`config.mk`:
```
export PLATFORM = sky130hd
export DESIGN_NAME = servo_pulse_ramp_sequencer_unit_flat
export DESIGN_NICKNAME = d
export VERILOG_FILES = /design/src/rtl/sprs_pkg.sv /design/src/rtl/sprs_if.sv /design/src/rtl/servo_pulse_ramp_sequencer_unit.sv /design/src/flat_wrapper.sv
export SDC_FILE = /design/constraint.sdc
export NUM_CORES = 1
export LEC_CHECK = 0
export BUFFER_PORTS_ARGS = -buffer_cell sky130_fd_sc_hd__buf_2
export CAP_MARGIN = 20
export CORE_MARGIN = 2
export CORE_UTILIZATION = 40
export CTS_CLUSTER_SIZE = 16
export DETAILED_ROUTE_END_ITERATION = 8
export RECOVER_POWER = 100
export SLEW_MARGIN = 20
export SYNTH_ARGS = -nofsm -noshare
export SYNTH_HDL_FRONTEND = slang
export SYNTH_SLANG_ARGS = --single-unit
```
`constraint.sdc`:
```
create_clock -name clk_i -period 25.5 [get_ports clk_i]
set_input_delay 1.275 -clock clk_i [delete_from_list [all_inputs] [get_ports clk_i]]
set_output_delay 1.275 -clock clk_i [all_outputs]
set_load 0.02 [all_outputs]
```
`src/rtl/sprs_pkg.sv`:
```
// Package for the servo pulse ramp sequencer: widths, command codes,
// configuration register indexes and reset values. No dependencies.
package sprs_pkg;

  // State and width field sizes in bits
  localparam int unsigned WidthBits = 18;
  localparam int unsigned HoldBits  = 16;
  localparam int unsigned RepBits   = 8;
  localparam int unsigned RepsBits  = RepBits + 1;
  localparam int unsigned CmdBits   = 2;
  localparam int unsigned CfgIdxBits  = 3;
  localparam int unsigned CfgDataBits = WidthBits;

  typedef logic [WidthBits-1:0] width_t;
  typedef logic [HoldBits-1:0]  hold_t;
  typedef logic [RepBits-1:0]   rep_t;
  typedef logic [RepsBits-1:0]  reps_t;

  // Input commands
  typedef enum logic [CmdBits-1:0] {
    CMD_TICK   = 2'd0,
    CMD_START  = 2'd1,
    CMD_PRESET = 2'd2
  } cmd_e;

  // Configuration register indexes
  typedef enum logic [CfgIdxBits-1:0] {
    REG_PERIOD = 3'd0,
    REG_STEP   = 3'd1,
    REG_HOLD   = 3'd2,
    REG_MIN    = 3'd3,
    REG_MAX    = 3'd4,
    REG_FIRST  = 3'd5,
    REG_SECOND = 3'd6,
    REG_REPEAT = 3'd7
  } reg_idx_e;

  // Register reset values
  localparam width_t RstPeriod = width_t'(100000);
  localparam width_t RstStep   = width_t'(100);
  localparam hold_t  RstHold   = hold_t'(25);
  localparam width_t RstMin    = width_t'(5000);
  localparam width_t RstMax    = width_t'(10000);
  localparam width_t RstFirst  = width_t'(7500);
  localparam width_t RstSecond = width_t'(0);
  localparam rep_t   RstRepeat = rep_t'(1);

endpackage

```
`src/rtl/sprs_if.sv`:
```
// Valid/ready channel interfaces for the servo pulse ramp sequencer.
// Depends on sprs_pkg for field widths.
interface sprs_in_if import sprs_pkg::*; ();
  logic         valid;
  logic         ready;
  logic [CmdBits-1:0] cmd;
  width_t       position_clks;

  modport source (output valid, output cmd, output position_clks, input ready);
  modport sink   (input valid, input cmd, input position_clks, output ready);
endinterface

interface sprs_out_if import sprs_pkg::*; ();
  logic   valid;
  logic   ready;
  logic   pin_level;
  logic   running;
  width_t actual_width_clks;
  width_t target_width_clks;

  modport source (output valid, output pin_level, output running,
                  output actual_width_clks, output target_width_clks, input ready);
  modport sink   (input valid, input pin_level, input running,
                  input actual_width_clks, input target_width_clks, output ready);
endinterface

```
`src/rtl/servo_pulse_ramp_sequencer_unit.sv`:
```
// Servo pulse generator with slew-rate limited width ramp and target alternation.
// Flow: a beat accepted into the input register moves into the result register
//   when the result register is empty or its beat is being taken.
// Throughput: one beat per cycle unless the output stalls; the state update is a
//   combinational pass (one subtract/compare/add for the ramp) between registers.
// Reset (rst_ni low, async): sequencer idle, pin low, all widths and counters
//   zero, configuration registers at their defaults, both stages empty.
module servo_pulse_ramp_sequencer_unit import sprs_pkg::*; (
  input  logic                   clk_i,
  input  logic                   rst_ni,
  sprs_in_if.sink                in_i,
  sprs_out_if.source             out_o,
  input  logic                   cfg_we_i,
  input  logic [CfgIdxBits-1:0]  cfg_idx_i,
  input  logic [CfgDataBits-1:0] cfg_data_i
);

  // Configuration registers
  width_t period_q, step_q, min_q, max_q, first_q, second_q;
  hold_t  hold_cfg_q;
  rep_t   repeat_q;

  always_ff @(posedge clk_i or negedge rst_ni) begin
    if (!rst_ni) begin
      period_q   <= RstPeriod;
      step_q     <= RstStep;
      hold_cfg_q <= RstHold;
      min_q      <= RstMin;
      max_q      <= RstMax;
      first_q    <= RstFirst;
      second_q   <= RstSecond;
      repeat_q   <= RstRepeat;
    end else if (cfg_we_i) begin
      unique case (reg_idx_e'(cfg_idx_i))
        REG_PERIOD: period_q   <= cfg_data_i;
        REG_STEP:   step_q     <= cfg_data_i;
        REG_HOLD:   hold_cfg_q <= cfg_data_i[HoldBits-1:0];
        REG_MIN:    min_q      <= cfg_data_i;
        REG_MAX:    max_q      <= cfg_data_i;
        REG_FIRST:  first_q    <= cfg_data_i;
        REG_SECOND: second_q   <= cfg_data_i;
        REG_REPEAT: repeat_q   <= cfg_data_i[RepBits-1:0];
        default:    ;
      endcase
    end
  end

  // Pipeline handshake
  logic         in_v_q, out_v_q;
  logic [CmdBits-1:0] cmd_q;
  width_t       pos_q;
  logic         adv;

  assign adv        = !out_v_q || out_o.ready;
  assign in_i.ready = !in_v_q || adv;

  // Input register
  always_ff @(posedge clk_i or negedge rst_ni) begin
    if (!rst_ni) begin
      in_v_q <= 1'b0;
    end else if (in_i.ready) begin
      in_v_q <= in_i.valid;
    end
  end

  always_ff @(posedge clk_i) begin
    if (in_i.ready && in_i.valid) begin
      cmd_q <= in_i.cmd;
      pos_q <= in_i.position_clks;
    end
  end

  // Sequencer state
  width_t cnt_q, cnt_d, nload_q, nload_d, act_q, act_d, tgt_q, tgt_d;
  hold_t  hold_q, hold_d;
  reps_t  rep_q, rep_d;
  logic   pin_q, pin_d, active_q, active_d;

  // Shared arithmetic
  width_t diff, move, act_ramp, nl_evt, start_cnt, preset_w;
  hold_t  hold_dec;
  reps_t  rep_dec;
  logic   ramp_up;

  always_comb begin
    ramp_up   = tgt_q > act_q;
    diff      = ramp_up ? (tgt_q - act_q) : (act_q - tgt_q);
    move      = (diff > step_q) ? step_q : diff;
    act_ramp  = ramp_up ? (act_q + move) : (act_q - move);
    nl_evt    = (period_q > nload_q) ? (period_q - nload_q) : '0;
    start_cnt = (period_q > act_q) ? (period_q - act_q) : '0;
    hold_dec  = hold_q - hold_t'(1);
    rep_dec   = rep_q - reps_t'(1);
    if (pos_q < min_q) begin
      preset_w = min_q;
    end else if (pos_q > max_q) begin
      preset_w = max_q;
    end else begin
      preset_w = pos_q;
    end
  end

  // Next-state logic for one beat
  always_comb begin
    cnt_d    = cnt_q;
    nload_d  = nload_q;
    act_d    = act_q;
    tgt_d    = tgt_q;
    hold_d   = hold_q;
    rep_d    = rep_q;
    pin_d    = pin_q;
    active_d = active_q;
    unique case (cmd_e'(cmd_q))
      CMD_TICK: begin
        if (active_q) begin
          if (cnt_q > width_t'(1)) begin
            cnt_d = cnt_q - width_t'(1);
          end else begin
            // Timer event: reload and toggle the pin
            cnt_d   = nload_q;
            pin_d   = !pin_q;
            nload_d = nl_evt;
            if (pin_q) begin
              // Falling edge: ramp, then hold, then alternate
              if (tgt_q != act_q) begin
                act_d   = act_ramp;
                nload_d = act_ramp;
                if (act_ramp == tgt_q) hold_d = hold_cfg_q;
              end else if (hold_q != '0) begin
                hold_d = hold_dec;
                if (hold_dec == '0) begin
                  if (rep_q <= reps_t'(1)) begin
                    rep_d    = '0;
                    active_d = 1'b0;
                  end else begin
                    rep_d = rep_dec;
                    tgt_d = rep_dec[0] ? second_q : first_q;
                  end
                end
              end
            end
          end
        end
      end
      CMD_START: begin
        tgt_d    = first_q;
        rep_d    = (second_q == '0) ? reps_t'(1) : {repeat_q, 1'b0};
        nload_d  = act_q;
        cnt_d    = start_cnt;
        pin_d    = 1'b0;
        hold_d   = '0;
        active_d = 1'b1;
      end
      CMD_PRESET: begin
        act_d = preset_w;
      end
      default: ;
    endcase
  end

  always_ff @(posedge clk_i or negedge rst_ni) begin
    if (!rst_ni) begin
      cnt_q    <= '0;
      nload_q  <= '0;
      act_q    <= '0;
      tgt_q    <= '0;
      hold_q   <= '0;
      rep_q    <= '0;
      pin_q    <= 1'b0;
      active_q <= 1'b0;
    end else if (adv && in_v_q) begin
      cnt_q    <= cnt_d;
      nload_q  <= nload_d;
      act_q    <= act_d;
      tgt_q    <= tgt_d;
      hold_q   <= hold_d;
      rep_q    <= rep_d;
      pin_q    <= pin_d;
      active_q <= active_d;
    end
  end

  // Result register
  always_ff @(posedge clk_i or negedge rst_ni) begin
    if (!rst_ni) begin
      out_v_q <= 1'b0;
    end else if (adv) begin
      out_v_q <= in_v_q;
    end
  end

  always_ff @(posedge clk_i) begin
    if (adv && in_v_q) begin
      out_o.pin_level         <= pin_d;
      out_o.running           <= active_d;
      out_o.actual_width_clks <= act_d;
      out_o.target_width_clks <= tgt_d;
    end
  end

  assign out_o.valid = out_v_q;

endmodule

```
`src/flat_wrapper.sv`:
```
// flat-port wrapper written by rule: the top's interface ports become plain ports
module servo_pulse_ramp_sequencer_unit_flat import sprs_pkg::*;
  (clk_i, rst_ni, cfg_we_i, cfg_idx_i, cfg_data_i, in_i_valid, in_i_cmd, in_i_position_clks, in_i_ready, out_o_valid, out_o_pin_level, out_o_running, out_o_actual_width_clks, out_o_target_width_clks, out_o_ready);
  sprs_in_if in_i_i ();
  sprs_out_if out_o_i ();
  input  logic clk_i;
  input  logic rst_ni;
  input  logic cfg_we_i;
  input  logic [CfgIdxBits-1:0] cfg_idx_i;
  input  logic [CfgDataBits-1:0] cfg_data_i;
  input wire logic [$bits(in_i_i.valid)-1:0] in_i_valid;
  input wire logic [$bits(in_i_i.cmd)-1:0] in_i_cmd;
  input wire logic [$bits(in_i_i.position_clks)-1:0] in_i_position_clks;
  output wire logic [$bits(in_i_i.ready)-1:0] in_i_ready;
  output wire logic [$bits(out_o_i.valid)-1:0] out_o_valid;
  output wire logic [$bits(out_o_i.pin_level)-1:0] out_o_pin_level;
  output wire logic [$bits(out_o_i.running)-1:0] out_o_running;
  output wire logic [$bits(out_o_i.actual_width_clks)-1:0] out_o_actual_width_clks;
  output wire logic [$bits(out_o_i.target_width_clks)-1:0] out_o_target_width_clks;
  input wire logic [$bits(out_o_i.ready)-1:0] out_o_ready;
  assign in_i_i.valid = in_i_valid;
  assign in_i_i.cmd = in_i_cmd;
  assign in_i_i.position_clks = in_i_position_clks;
  assign in_i_ready = in_i_i.ready;
  assign out_o_valid = out_o_i.valid;
  assign out_o_pin_level = out_o_i.pin_level;
  assign out_o_running = out_o_i.running;
  assign out_o_actual_width_clks = out_o_i.actual_width_clks;
  assign out_o_target_width_clks = out_o_i.target_width_clks;
  assign out_o_i.ready = out_o_ready;
  servo_pulse_ramp_sequencer_unit u_core (.clk_i(clk_i), .rst_ni(rst_ni), .in_i(in_i_i), .out_o(out_o_i), .cfg_we_i(cfg_we_i), .cfg_idx_i(cfg_idx_i), .cfg_data_i(cfg_data_i));
endmodule
```
# Word-level counts from Yosys, hierarchy flattened
# Cells that the tools add are included.
word_totals:
  input_bits: 46
  wordCells: 141
  regBits: 291
  out_inout_bits: 40
op_classes:
  eq_ne: 19
  reduce_logical: 25
  n_lt_le_gt_ge: 8
  mux: 56
  n_addsub: 9
op_table:
  columns: ["cell", "count"]
  rows:
  - ["$mux 18", 25]
  - ["$pmux 18 s2", 4]
  - ["$mux 16", 6]
  - ["$gt 18x18->1", 5]
  - ["$sub 18x18->18", 5]
  - ["$mux 9", 8]
  - ["$pmux 16 s2", 1]
  - ["$add 18x18->18", 1]
  - ["$eq 18x18->1", 1]
  - ["$gt 18x1->1 const B", 1]
  - ["$logic_not 18->1", 1]
  - ["$lt 18x18->1", 1]
  - ["$ne 18x18->1", 1]
  - ["$pmux 9 s2", 1]
  - ["$sub 18x1->18 const B", 1]
  - ["$logic_not 16->1", 1]
  - ["$reduce_and 2->1", 8]
  - ["$reduce_bool 16->1", 1]
  - ["$sub 16x1->16 const B", 1]
  - ["$eq 3x3->1 const B", 4]
  - ["$le 9x1->1 const B", 1]
  - ["$mux 1", 9]
  - ["$sub 9x1->9 const B", 1]
  - ["$ne 2x1->1 const B", 4]
  - ["18 further kinds", 25]

# Depth between registers and ports, before layout
# Gate-level depths: netlist of run 1.
logic_depth:
  word_depth: 13
  depth_mapped: 49
  mapped_depth_nobuf: 45

# Worst setup path before layout of run 1
# OpenSTA, ideal clock, no wires.
synth_timing:
  path_type: "reg-to-reg"
  from: "register u_core.act_q[1]"
  to: "register u_core.hold_q[11]"
  arrival_time_ns: 9.204
  path_slack_ns: 16.169
  stages_incl_launch_ff: 43
  required_ns: 25.372
  n_path_buf: 5
  setup_time_ns: 0.128
  period_less_slack_ns: 9.331
  path_cell_list: "dfrtp_1 -> inv_1 -> fa_1 -> a211oi_2 -> o21ai_2 -> nand4b_4 -> and4b_4 -> nor2_4 -> buf_6 -> mux2i_2 -> o32ai_2 -> mux2_2 -> and2_1 -> ha_1 -> a21oi_1 -> o21ai_0 -> o31ai_1 -> clkbuf_1 -> [7 not listed] -> o21ai_0 -> o21ai_0 -> xor2_1 -> ha_1 -> a21o_1 -> a21oi_1 -> nor2b_1 -> o41ai_1 -> nand2_1 -> o221ai_1 -> xnor2_1 -> and4_1 -> or4_1 -> o32ai_4 -> mux2_4 -> o21ai_4 -> buf_6 -> o211ai_2"
synth_via:
  elab_chain_len: 9
  elab_cells_between_ends: 19
  classes_between: "add/sub: 4; order compare: 2; eq/ne: 4; mux: 8; reduce/logical: 1"
synth_lines:
  columns: ["element", "line_no", "text"]
  rows:
  - ["start: declaration", "servo_pulse_ramp_sequencer_unit.sv:74", "width_t cnt_q, cnt_d, nload_q, nload_d, act_q, act_d, tgt_q, tgt_d;"]
  - ["start signal: assignment", "servo_pulse_ramp_sequencer_unit.sv:174", "act_q <= act_d;"]
  - ["$sub 18x18->18 or $gt 18x18->1 (tied branches)", "servo_pulse_ramp_sequencer_unit.sv:87, servo_pulse_ramp_sequencer_unit.sv:86", null]
  - ["$mux 18", "servo_pulse_ramp_sequencer_unit.sv:87", "diff = ramp_up ? (tgt_q - act_q) : (act_q - tgt_q);"]
  - ["$gt 18x18->1", "servo_pulse_ramp_sequencer_unit.sv:88", "move = (diff > step_q) ? step_q : diff;"]
  - ["$mux 18", "servo_pulse_ramp_sequencer_unit.sv:88", null]
  - ["$sub 18x18->18 or $add 18x18->18 (tied branches)", "servo_pulse_ramp_sequencer_unit.sv:89", "act_ramp = ramp_up ? (act_q + move) : (act_q - move);"]
  - ["$mux 18", "servo_pulse_ramp_sequencer_unit.sv:89", null]
  - ["$eq 18x18->1", "servo_pulse_ramp_sequencer_unit.sv:128", "if (act_ramp == tgt_q) hold_d = hold_cfg_q;"]
  - ["$ne 3x3->1 (no line)", null, null]
  - ["$reduce_and 7->1 (no line)", null, null]
  - ["end signal: assignment", "servo_pulse_ramp_sequencer_unit.sv:176", "hold_q <= hold_d;"]
  - ["end: declaration", "servo_pulse_ramp_sequencer_unit.sv:75", "hold_t hold_q, hold_d;"]
# Several ways; a longest one is shown, not always the timed one. The select of a mux whose other input is x is not followed.
# A chain may end at the register's enable or synchronous reset.

# Worst setup path after layout of run 1
layout_timing:
  from: "register u_core.tgt_q[17]"
  to: "register u_core.hold_q[9]"
layout_via:
  elab_chain_len: 9
  elab_cells_between_ends: 19
  classes_between: "add/sub: 4; order compare: 2; eq/ne: 4; mux: 8; reduce/logical: 1"
layout_lines:
  columns: ["element", "line_no", "text"]
  rows:
  - ["start: declaration", "servo_pulse_ramp_sequencer_unit.sv:74", null]
  - ["start signal: assignment", "servo_pulse_ramp_sequencer_unit.sv:175", "tgt_q <= tgt_d;"]
  - ["$sub 18x18->18 or $gt 18x18->1 (tied branches)", "servo_pulse_ramp_sequencer_unit.sv:87, servo_pulse_ramp_sequencer_unit.sv:86", null]
  - ["$mux 18", "servo_pulse_ramp_sequencer_unit.sv:87", null]
  - ["$gt 18x18->1", "servo_pulse_ramp_sequencer_unit.sv:88", null]
  - ["$mux 18", "servo_pulse_ramp_sequencer_unit.sv:88", null]
  - ["$sub 18x18->18 or $add 18x18->18 (tied branches)", "servo_pulse_ramp_sequencer_unit.sv:89", null]
  - ["$mux 18", "servo_pulse_ramp_sequencer_unit.sv:89", null]
  - ["$eq 18x18->1", "servo_pulse_ramp_sequencer_unit.sv:128", null]
  - ["$ne 3x3->1 (no line)", null, null]
  - ["$reduce_and 7->1 (no line)", null, null]
# Several ways; a longest one is shown, not always the timed one. The select of a mux whose other input is x is not followed.

==> flow_summary.ini, run 1 <==
[status]
status = finished with violations
violations = capacitance limit, slew limit

[grt]
grt_antenna_before_repair = 4
overflow = 0
grt_pass1_wl_mm = 110
grt_pass1_vias = 17500
grtUsageTotal_pct = 27.8
grt_max_degree = 102

[synth]
netlist.area_leader.share_pct = 25.0
ys_async_sr_fraction_pct = 80.1
yosys-top-cells-area = dfrtp_1 (25%), ha_1 (9.1%), edfxtp_1 (8.6%), mux2_2 (6.0%), o21ai_0 (5.3%)
syn_inst = 2240
synthFlopType = dfrtp_1
synth_edf_count = 58
yosysTopAreaCell = dfrtp_1
syn_area_per_cell_um2 = 9.08
synth.net_count = 2439
yosysWarnings = 0
syn_area_mm2 = 0.0203
ys_types = 95
synth_seq_cells = 291
ys_seq_area_share_pct = 37.4

[place]
dpl.hpwl_mm = 55.2
io_buffers = 85
pre_cts_ws_ns = 13.92
gp_congestion = 1.02

[setup_path]
cp_data_arrival_time_ns = 15.67
path_class = reg2reg
slowest_stage = nor2_1
ff2ff_path_depth = 36
cp-endpoint = u_core.hold_q[9]
worst_ep_required_time_ns = 25.97
rr_startpoint = u_core.tgt_q[17]
end_kind = flip-flop
critPathLaunchType = flip-flop
path_max_fanout = 46
slowest_delay_ns = 1.71
crit_start = u_core.tgt_q[17]
reg2reg_slack_ns = 10.30
reg2reg_to = u_core.hold_q[9]

[finish]
drive_above_1_share_pct = 12.3
syn_to_final_growth_pct = 10.5
num-nets-final = 2485

[die]
fp.coreArea_mm2 = 0.0502
die_area_mm2 = 0.0526
die_x_um = 229
rows = 82
num_io_pins = 86
initial_utilization_pct = 40.5
die_height_um = 229

[timing]
fin_ws_ns = 10.30
fin_worst_skew_ns = 0.0358
clock.fmax_mhz = 65.8
worstMarginPinSlew_ns = 5.88
setup_viol = 0
finalSetupTns_ns = 0
maxSlewHeadroom_pct = -292
timing.final.crit_share_pct = 59.6
rsz0062_at_grt = false
drv_slew = 511
hold_viol = 0
min_period_ns = 15.20

[clock_tree]
cts_setup_buffers = 0
cts_buffers = 37
tritoncts = done
htree_levels = 2
postCtsHoldBufs = 0
path_clk_slew_ns = 0.06
clkSinkCount = 291
cts-resized-gates = 0
cts_root_buf = clkbuf_16
clock_path_buffers = 3
clk_latency_ns = 0.59

[route]
via_per_inst = 5.90
drtIter0Drc = 1399
postRouteAntennaNets = 0
drc_errors = 0
num_vias = 17600
drt-total-wl_mm = 73.6
drtPass1Iterations = 5
drt-wirelength-per-cell_um = 24.6

[worst_hold_path]
hold_path_class = reg2reg
hp-start = u_core.nload_q[10]

[flow_run]
cap_viol_max_count = 12
placed cells by master, fill, tap and decap left out, types with 22 or more instances in the layout:
cell / n
ha_1: 148
buf_2: 41
clkbuf_16: 38
nor3_1: 58
xnor2_1: 62
a21oi_1: 140
nand3_1: 38
mux2i_1: 28
o21ai_0: 219
o22ai_1: 30
dfrtp_1: 203
clkbuf_1: 67
o211ai_1: 25
mux2_2: 106
edfxtp_1: 58
xor2_1: 38
inv_1: 151
nor2_1: 161
a21o_1: 47
dfstp_2: 30
nand4_1: 40
nand2_1: 211
a31oi_1: 22
worst min-delay path by stage:
stage,cells after the start,slack [ns],endpoint
after global placement,2,0.46,u_core.nload_q[13]
after detailed placement,2,0.47,u_core.nload_q[2]
after CTS,2,0.49,u_core.nload_q[2]
after floorplan,2,0.45,u_core.nload_q[13]
after global routing,2,0.51,u_core.nload_q[17]
final,2,0.48,u_core.nload_q[10]
cell families after synthesis:
| family | after synthesis | share of synthesized area [%] |
|---|---|---|
| flops | 291 | 37.4 |
| compound gates | 656 | 20.9 |
| mux | 141 | 7.71 |
| xor+xnor | 100 | 4.31 |
| buf+inv | 258 | 5.00 |
| fa+ha+maj | 153 | 9.60 |
| simple gates | 641 | 15.0 |
sequential cells by signal, summed over array words and instances, names as in the netlist, 16 cells and up:
register,count
u_core.cnt_q,18
u_core.min_q,18
u_core.nload_q,18
u_core.second_q,18
u_core.out_o.target_width_clks,18
u_core.first_q,18
u_core.step_q,18
u_core.out_o.actual_width_clks,18
u_core.max_q,18
u_core.period_q,18
u_core.hold_q,16
u_core.tgt_q,18
u_core.hold_cfg_q,16
u_core.pos_q,18
u_core.act_q,18
metrics by stage:
step / instance area, um^2 / util, % / instances / hold slack (ns)
floorplan: 20300 / - / 2240 / 0.449
global placement: 21400 / 42.7 / 2918 / 0.465
detailed placement: 21400 / 42.7 / 2918 / 0.474
CTS: 22700 / 45.3 / 2986 / 0.487
global route: 22500 / 44.8 / 2987 / 0.512
finish: 22500 / 44.8 / 2988 / 0.483
cell usage after synthesis, types with 27 or more instances:
cell type,count
xor2_1,38
dfrtp_1,203
nand4_1,40
nand2_1,211
a21o_1,47
nand3_1,37
mux2i_1,27
clkbuf_1,87
edfxtp_1,58
o22ai_1,30
dfstp_2,30
inv_1,151
a21oi_1,140
mux2_2,109
xnor2_1,62
o21ai_0,217
nor2_1,163
ha_1,148
nor3_1,59
layout make-up:
| cell class | instances | area, um^2 |
|---|---|---|
| repair buffers | 112 | 520 |
| inverters | 153 | 574 |
| well taps | 672 | 841 |
| fillers | 4940 | 27700 |
| multi-input cells | 1691 | 11600 |
| diodes | 1 | 2.50 |
| clock inverters | 12 | 185 |
| flip-flops and latches | 291 | 7610 |
| clock buffers | 56 | 1110 |
routing by layer:
metal	up-vias	routed length [um]	global-route usage, %	share of wire, %
li1	8228	-	-	-
met1	8670	32300	37.6	44
met2	597	32800	43.3	45
met3	137	4760	4.61	6.5
met4	0	3730	13.5	5.1
met5	-	0	0	0
critical path: cells and delay by family (launching register included):
family | cells | cell delay (ns)
buffers and inverters | 1 | 0.10
XOR/XNOR | 2 | 0.38
flip-flops | 1 | 0.54
AND/OR/NAND/NOR | 12 | 5.07
multiplexers | 3 | 1.85
adder cells (fa/ha/maj) | 4 | 1.33
AO/OA/AOI/OAI | 14 | 5.77
Power of run 1 is left out: the tool's default activity adds up to more than one toggle a clock period on the data nets, which glitch-free logic cannot reach.
==> run 2, diff against run 1 <==
==> constraint.sdc (replaced) <==
create_clock -name clk_i -period 13.9 [get_ports clk_i]
set_input_delay 0.695 -clock clk_i [delete_from_list [all_inputs] [get_ports clk_i]]
set_output_delay 0.695 -clock clk_i [all_outputs]
set_load 0.02 [all_outputs]
==> run 2 against run 1 <==
Against the previous run: the flow still finishes with violations (capacitance limit, slew limit); non-clock buffer count grew 2; clock-buffer cell count shrank 2; maximum frequency grew 22%; die area is the same; routed wire length shrank 0.37%; worst setup slack lost 8.9 ns; clock skew shrank 0.011 ns; sequential share of layout area shrank 0.11 points; critical path depth grew 2; global-route usage shrank 0.16 points; core utilization grew 0.14 points.
==> flow_summary.ini, run 2 (synthesis results as in run 1) <==
[status]
status = finished with violations
violations = capacitance limit, slew limit

[setup_path]
crit_start = u_core.tgt_q[14]
path_class = reg2reg
critPathLaunchType = flip-flop
cp_data_arrival_time_ns = 12.93
rr_startpoint = u_core.tgt_q[14]
reg2reg_to = u_core.hold_q[0]
slowest_stage = o31ai_1
path_max_fanout = 46
worst_ep_required_time_ns = 14.37
slowest_delay_ns = 0.98
reg2reg_slack_ns = 1.44
end_kind = flip-flop
ff2ff_path_depth = 38

[clock_tree]
clock_path_buffers = 3
cts_setup_buffers = 0
clk_latency_ns = 0.58
cts_buffers = 36
cts_root_buf = clkbuf_16
cts-resized-gates = 0
htree_levels = 2
clkSinkCount = 291
postCtsHoldBufs = 0
tritoncts = done
path_clk_slew_ns = 0.06

[grt]
overflow = 0
grt_pass1_vias = 17100
grt_pass1_wl_mm = 109
grtUsageTotal_pct = 27.7
grt_antenna_before_repair = 4
grt_max_degree = 103

[place]
placedCellCount = 2920
gp_congestion = 0.977
io_buffers = 85
dpl.hpwl_mm = 55.0

[route]
num_vias = 17700
drtIter0Drc = 1542
postRouteAntennaNets = 0
drc_errors = 0
drt-total-wl_mm = 73.3
drt-wirelength-per-cell_um = 24.5
via_per_inst = 5.94
drtPass1Iterations = 5

[finish]
layout_commonest_cell = o21ai_0
syn_to_final_growth_pct = 10.9
final_cell_mix = o21ai_0 (218), nand2_1 (211), dfrtp_1 (203)
drive_above_1_share_pct = 13.0
num-nets-final = 2486
final_cell_count_no_fill = 2988

[die]
die_height_um = 229
initial_utilization_pct = 40.5
fp.coreArea_mm2 = 0.0502
rows = 82
num_io_pins = 86
die_x_um = 229
die_area_mm2 = 0.0526

[worst_hold_path]
holdPathEnd = u_core.pos_q[8]
holdPathStages = 1
hp-start = in_i_position_clks[8]
hold_path_class = in2reg

[timing]
finalSetupTns_ns = 0
fin_worst_skew_ns = 0.0248
drv_slew = 417
maxSlewHeadroom_pct = -286
setup_viol = 0
clock.fmax_mhz = 80.3
timing.final.crit_share_pct = 89.6
hold_viol = 0
worstMarginPinSlew_ns = 5.79
min_period_ns = 12.46
rsz0062_at_grt = false

[flow_run]
cap_viol_max_count = 7
## run 2: final cells by class
cell class              instances  area, um^2
fillers                      4864       27600
clock inverters                12         149
well taps                     672         841
inverters                     153         574
repair buffers                114         543
diodes                          1        2.50
multi-input cells            1691       11700
clock buffers                  54        1130
flip-flops and latches        291        7610
## run 2: worst max path at each step
stage | endpoint | slack [ns]
2_1_floorplan | u_core.hold_q[11] | 4.57
3_3_place_gp | u_core.hold_q[0] | 2.66
3_5_place_dp | u_core.hold_q[0] | 2.24
4_1_cts | u_core.hold_q[0] | 2.12
5_1_grt | u_core.hold_q[0] | 0.59
6_report | u_core.hold_q[0] | 1.44
## run 2: critical path, delay by kind of cell (launching register included)
family	cells	cell delay (ns)
and+or+nand+nor	13	4.26
adders and majority gates	4	1.45
AOI/OAI and AO/OA	14	4.63
buffers and inverters	2	0.17
muxes	3	0.82
xor gates and xnor gates	2	0.51
DFF	1	0.46
## run 2: metal layers
metal / vias to the layer above / share of wire [%] / GRT usage, %
met1: 8745 / 43 / 37.7
met5: - / 0 / 0
met2: 634 / 45 / 43.8
met4: 0 / 4.9 / 12.0
li1: 8232 / - / -
met3: 135 / 6.5 / 4.05
## run 2: stage by stage
step	hold WS, ns	cell area [um^2]	setup WS, ns	utilization, %
after global routing	0.287	22500	0.593	44.9
after detailed placement	0.470	21400	2.24	42.7
after floorplan	0.399	20300	4.57	-
final	0.299	22500	1.44	44.9
after CTS	0.183	22700	2.12	45.3
after global placement	0.468	21400	2.66	42.7
Power of run 2 is left out for the same reason.
==> run 3, diff against run 2 <==
==> constraint.sdc (replaced) <==
create_clock -name clk_i -period 13.5 [get_ports clk_i]
set_input_delay 0.675 -clock clk_i [delete_from_list [all_inputs] [get_ports clk_i]]
set_output_delay 0.675 -clock clk_i [all_outputs]
set_load 0.02 [all_outputs]
==> run 3 against run 2 <==
Against the previous run: the flow still finishes with violations (capacitance limit, slew limit); critical path depth grew 4; clock-buffer cell count shrank 3; sequential cell count is the same; worst setup slack lost 0.33 ns; die area is the same; core utilization shrank 0.15 points; design area shrank 0.33%; first-iteration DRC count grew 15%; clock skew grew 0.010 ns; final cell count is the same; global-route usage is essentially flat; hold slack lost 0.023 ns; highest routed layer is now met5.
==> flow_summary.ini, run 3 (synthesis results as in run 1) <==
[worst_hold_path]
hold_path_class = in2reg

[route]
drtPass1Iterations = 6
dr_wl_met2_mm = 32.7
via_per_inst = 5.96
drt-total-wl_mm = 73.7
postRouteAntennaNets = 0
top_layer_used = met5
num_vias = 17800
drc_errors = 0
drtIter0Drc = 1775
m1WireLength_mm = 32.6
wl_met3_mm = 5.08
drt-wirelength-per-cell_um = 24.7

[timing]
maxSlewHeadroom_pct = -222
drv_slew = 436
min_period_ns = 12.39
clock.fmax_mhz = 80.7
setup_viol = 0
fin_worst_skew_ns = 0.0350
hold_viol = 0
timing.final.crit_share_pct = 91.7
finalSetupTns_ns = 0
rsz0062_at_grt = false
worstMarginPinSlew_ns = 4.84

[clock_tree]
clk_latency_ns = 0.59
htree_levels = 2
postCtsHoldBufs = 0
cts_buffers = 37
clock_path_buffers = 3
cts_root_buf = clkbuf_16
tritoncts = done
clkSinkCount = 291
cts_setup_buffers = 0
cts-resized-gates = 0
path_clk_slew_ns = 0.06

[setup_path]
path_max_fanout = 46
path_class = reg2reg
critPathLaunchType = flip-flop
slowest_stage = nand3_2
slowest_delay_ns = 0.80
worst_ep_required_time_ns = 13.98
end_kind = flip-flop
cpMostUsedCell = ha_1
cp_data_arrival_time_ns = 12.86

[grt]
grt_max_degree = 87
grt_pass1_vias = 17100
grt_pass1_wl_mm = 110
grt_antenna_before_repair = 6
overflow = 0
grtUsageTotal_pct = 27.7

[die]
die_height_um = 229
die_x_um = 229
die_area_mm2 = 0.0526
initial_utilization_pct = 40.5
num_io_pins = 86
fp.coreArea_mm2 = 0.0502
rows = 82

[status]
violations = capacitance limit, slew limit
status = finished with violations

[finish]
layout_commonest_cell = o21ai_0
drive_above_1_share_pct = 12.4
final_core_util_pct = 44.8
fin_area_mm2 = 0.0225
syn_to_final_growth_pct = 10.5
num-nets-final = 2486
diodes = 0
final_cell_mix = o21ai_0 (218), nand2_1 (211), dfrtp_1 (203)

[place]
io_buffers = 85
placed_area_mm2 = 0.0214
gp_congestion = 0.997
dpl.hpwl_mm = 55.7

[flow_run]
cap_viol_max_count = 8
run 3: cell count changes in the layout (fill, tap and decap cells not counted), sizes merged:
cell | before | now
buf | 58 | 56
bufinv | 2 | 4
clkbuf | 110 | 108
clkinv | 11 | 13
diode | 1 | 0
inv | 151 | 152
run 3: worst paths after layout:
path | from | end | slack, ns | cells after the start
worst max-delay path | u_core.tgt_q[14] | u_core.hold_q[0] | 1.11 | 42
worst min-delay path | in_i_position_clks[14] | u_core.pos_q[14] | 0.28 | 1
worst max register to register | u_core.tgt_q[14] | u_core.hold_q[0] | 1.11 | 42
worst min register to register | u_core.nload_q[5] | u_core.nload_q[5] | 0.48 | 2
max in group asynchronous | rst_ni | u_core.tgt_q[16] | 5.89 | 2
min in group asynchronous | rst_ni | u_core.hold_q[7] | 1.82 | 1
run 3: layer usage:
layer,GRT usage (%),up-vias
met5,0,-
met4,12.4,2
met3,4.32,147
met2,42.9,663
met1,38.1,8762
li1,-,8246
run 3: critical path, delay by kind of cell, from the launching register on:
kind	cells	cell delay (ns)
simple gates	16	4.45
compound gates	14	4.17
fa+ha+maj	4	1.47
mux	3	0.82
flops	1	0.48
xor+xnor	2	0.46
buf+inv	3	0.41
run 3: metrics by stage:
stage	hold slack, ns	instances	worst slack [ns]
5_1_grt	0.273	2988	0.480
4_1_cts	0.113	2987	1.70
2_1_floorplan	0.379	2240	4.17
3_5_place_dp	0.473	2919	1.76
3_3_place_gp	0.470	2919	2.33
6_report	0.276	2988	1.11
run 3: final cells by class:
cell class / instances / area (um^2)
Tap cell: 672 / 841
Multi-Input combinational cell: 1691 / 11700
Sequential cell: 291 / 7610
Timing Repair Buffer: 113 / 529
Inverter: 153 / 574
Clock buffer: 51 / 988
Clock inverter: 17 / 243
Fill cell: 4867 / 27700
Power of run 3 is left out for the same reason.
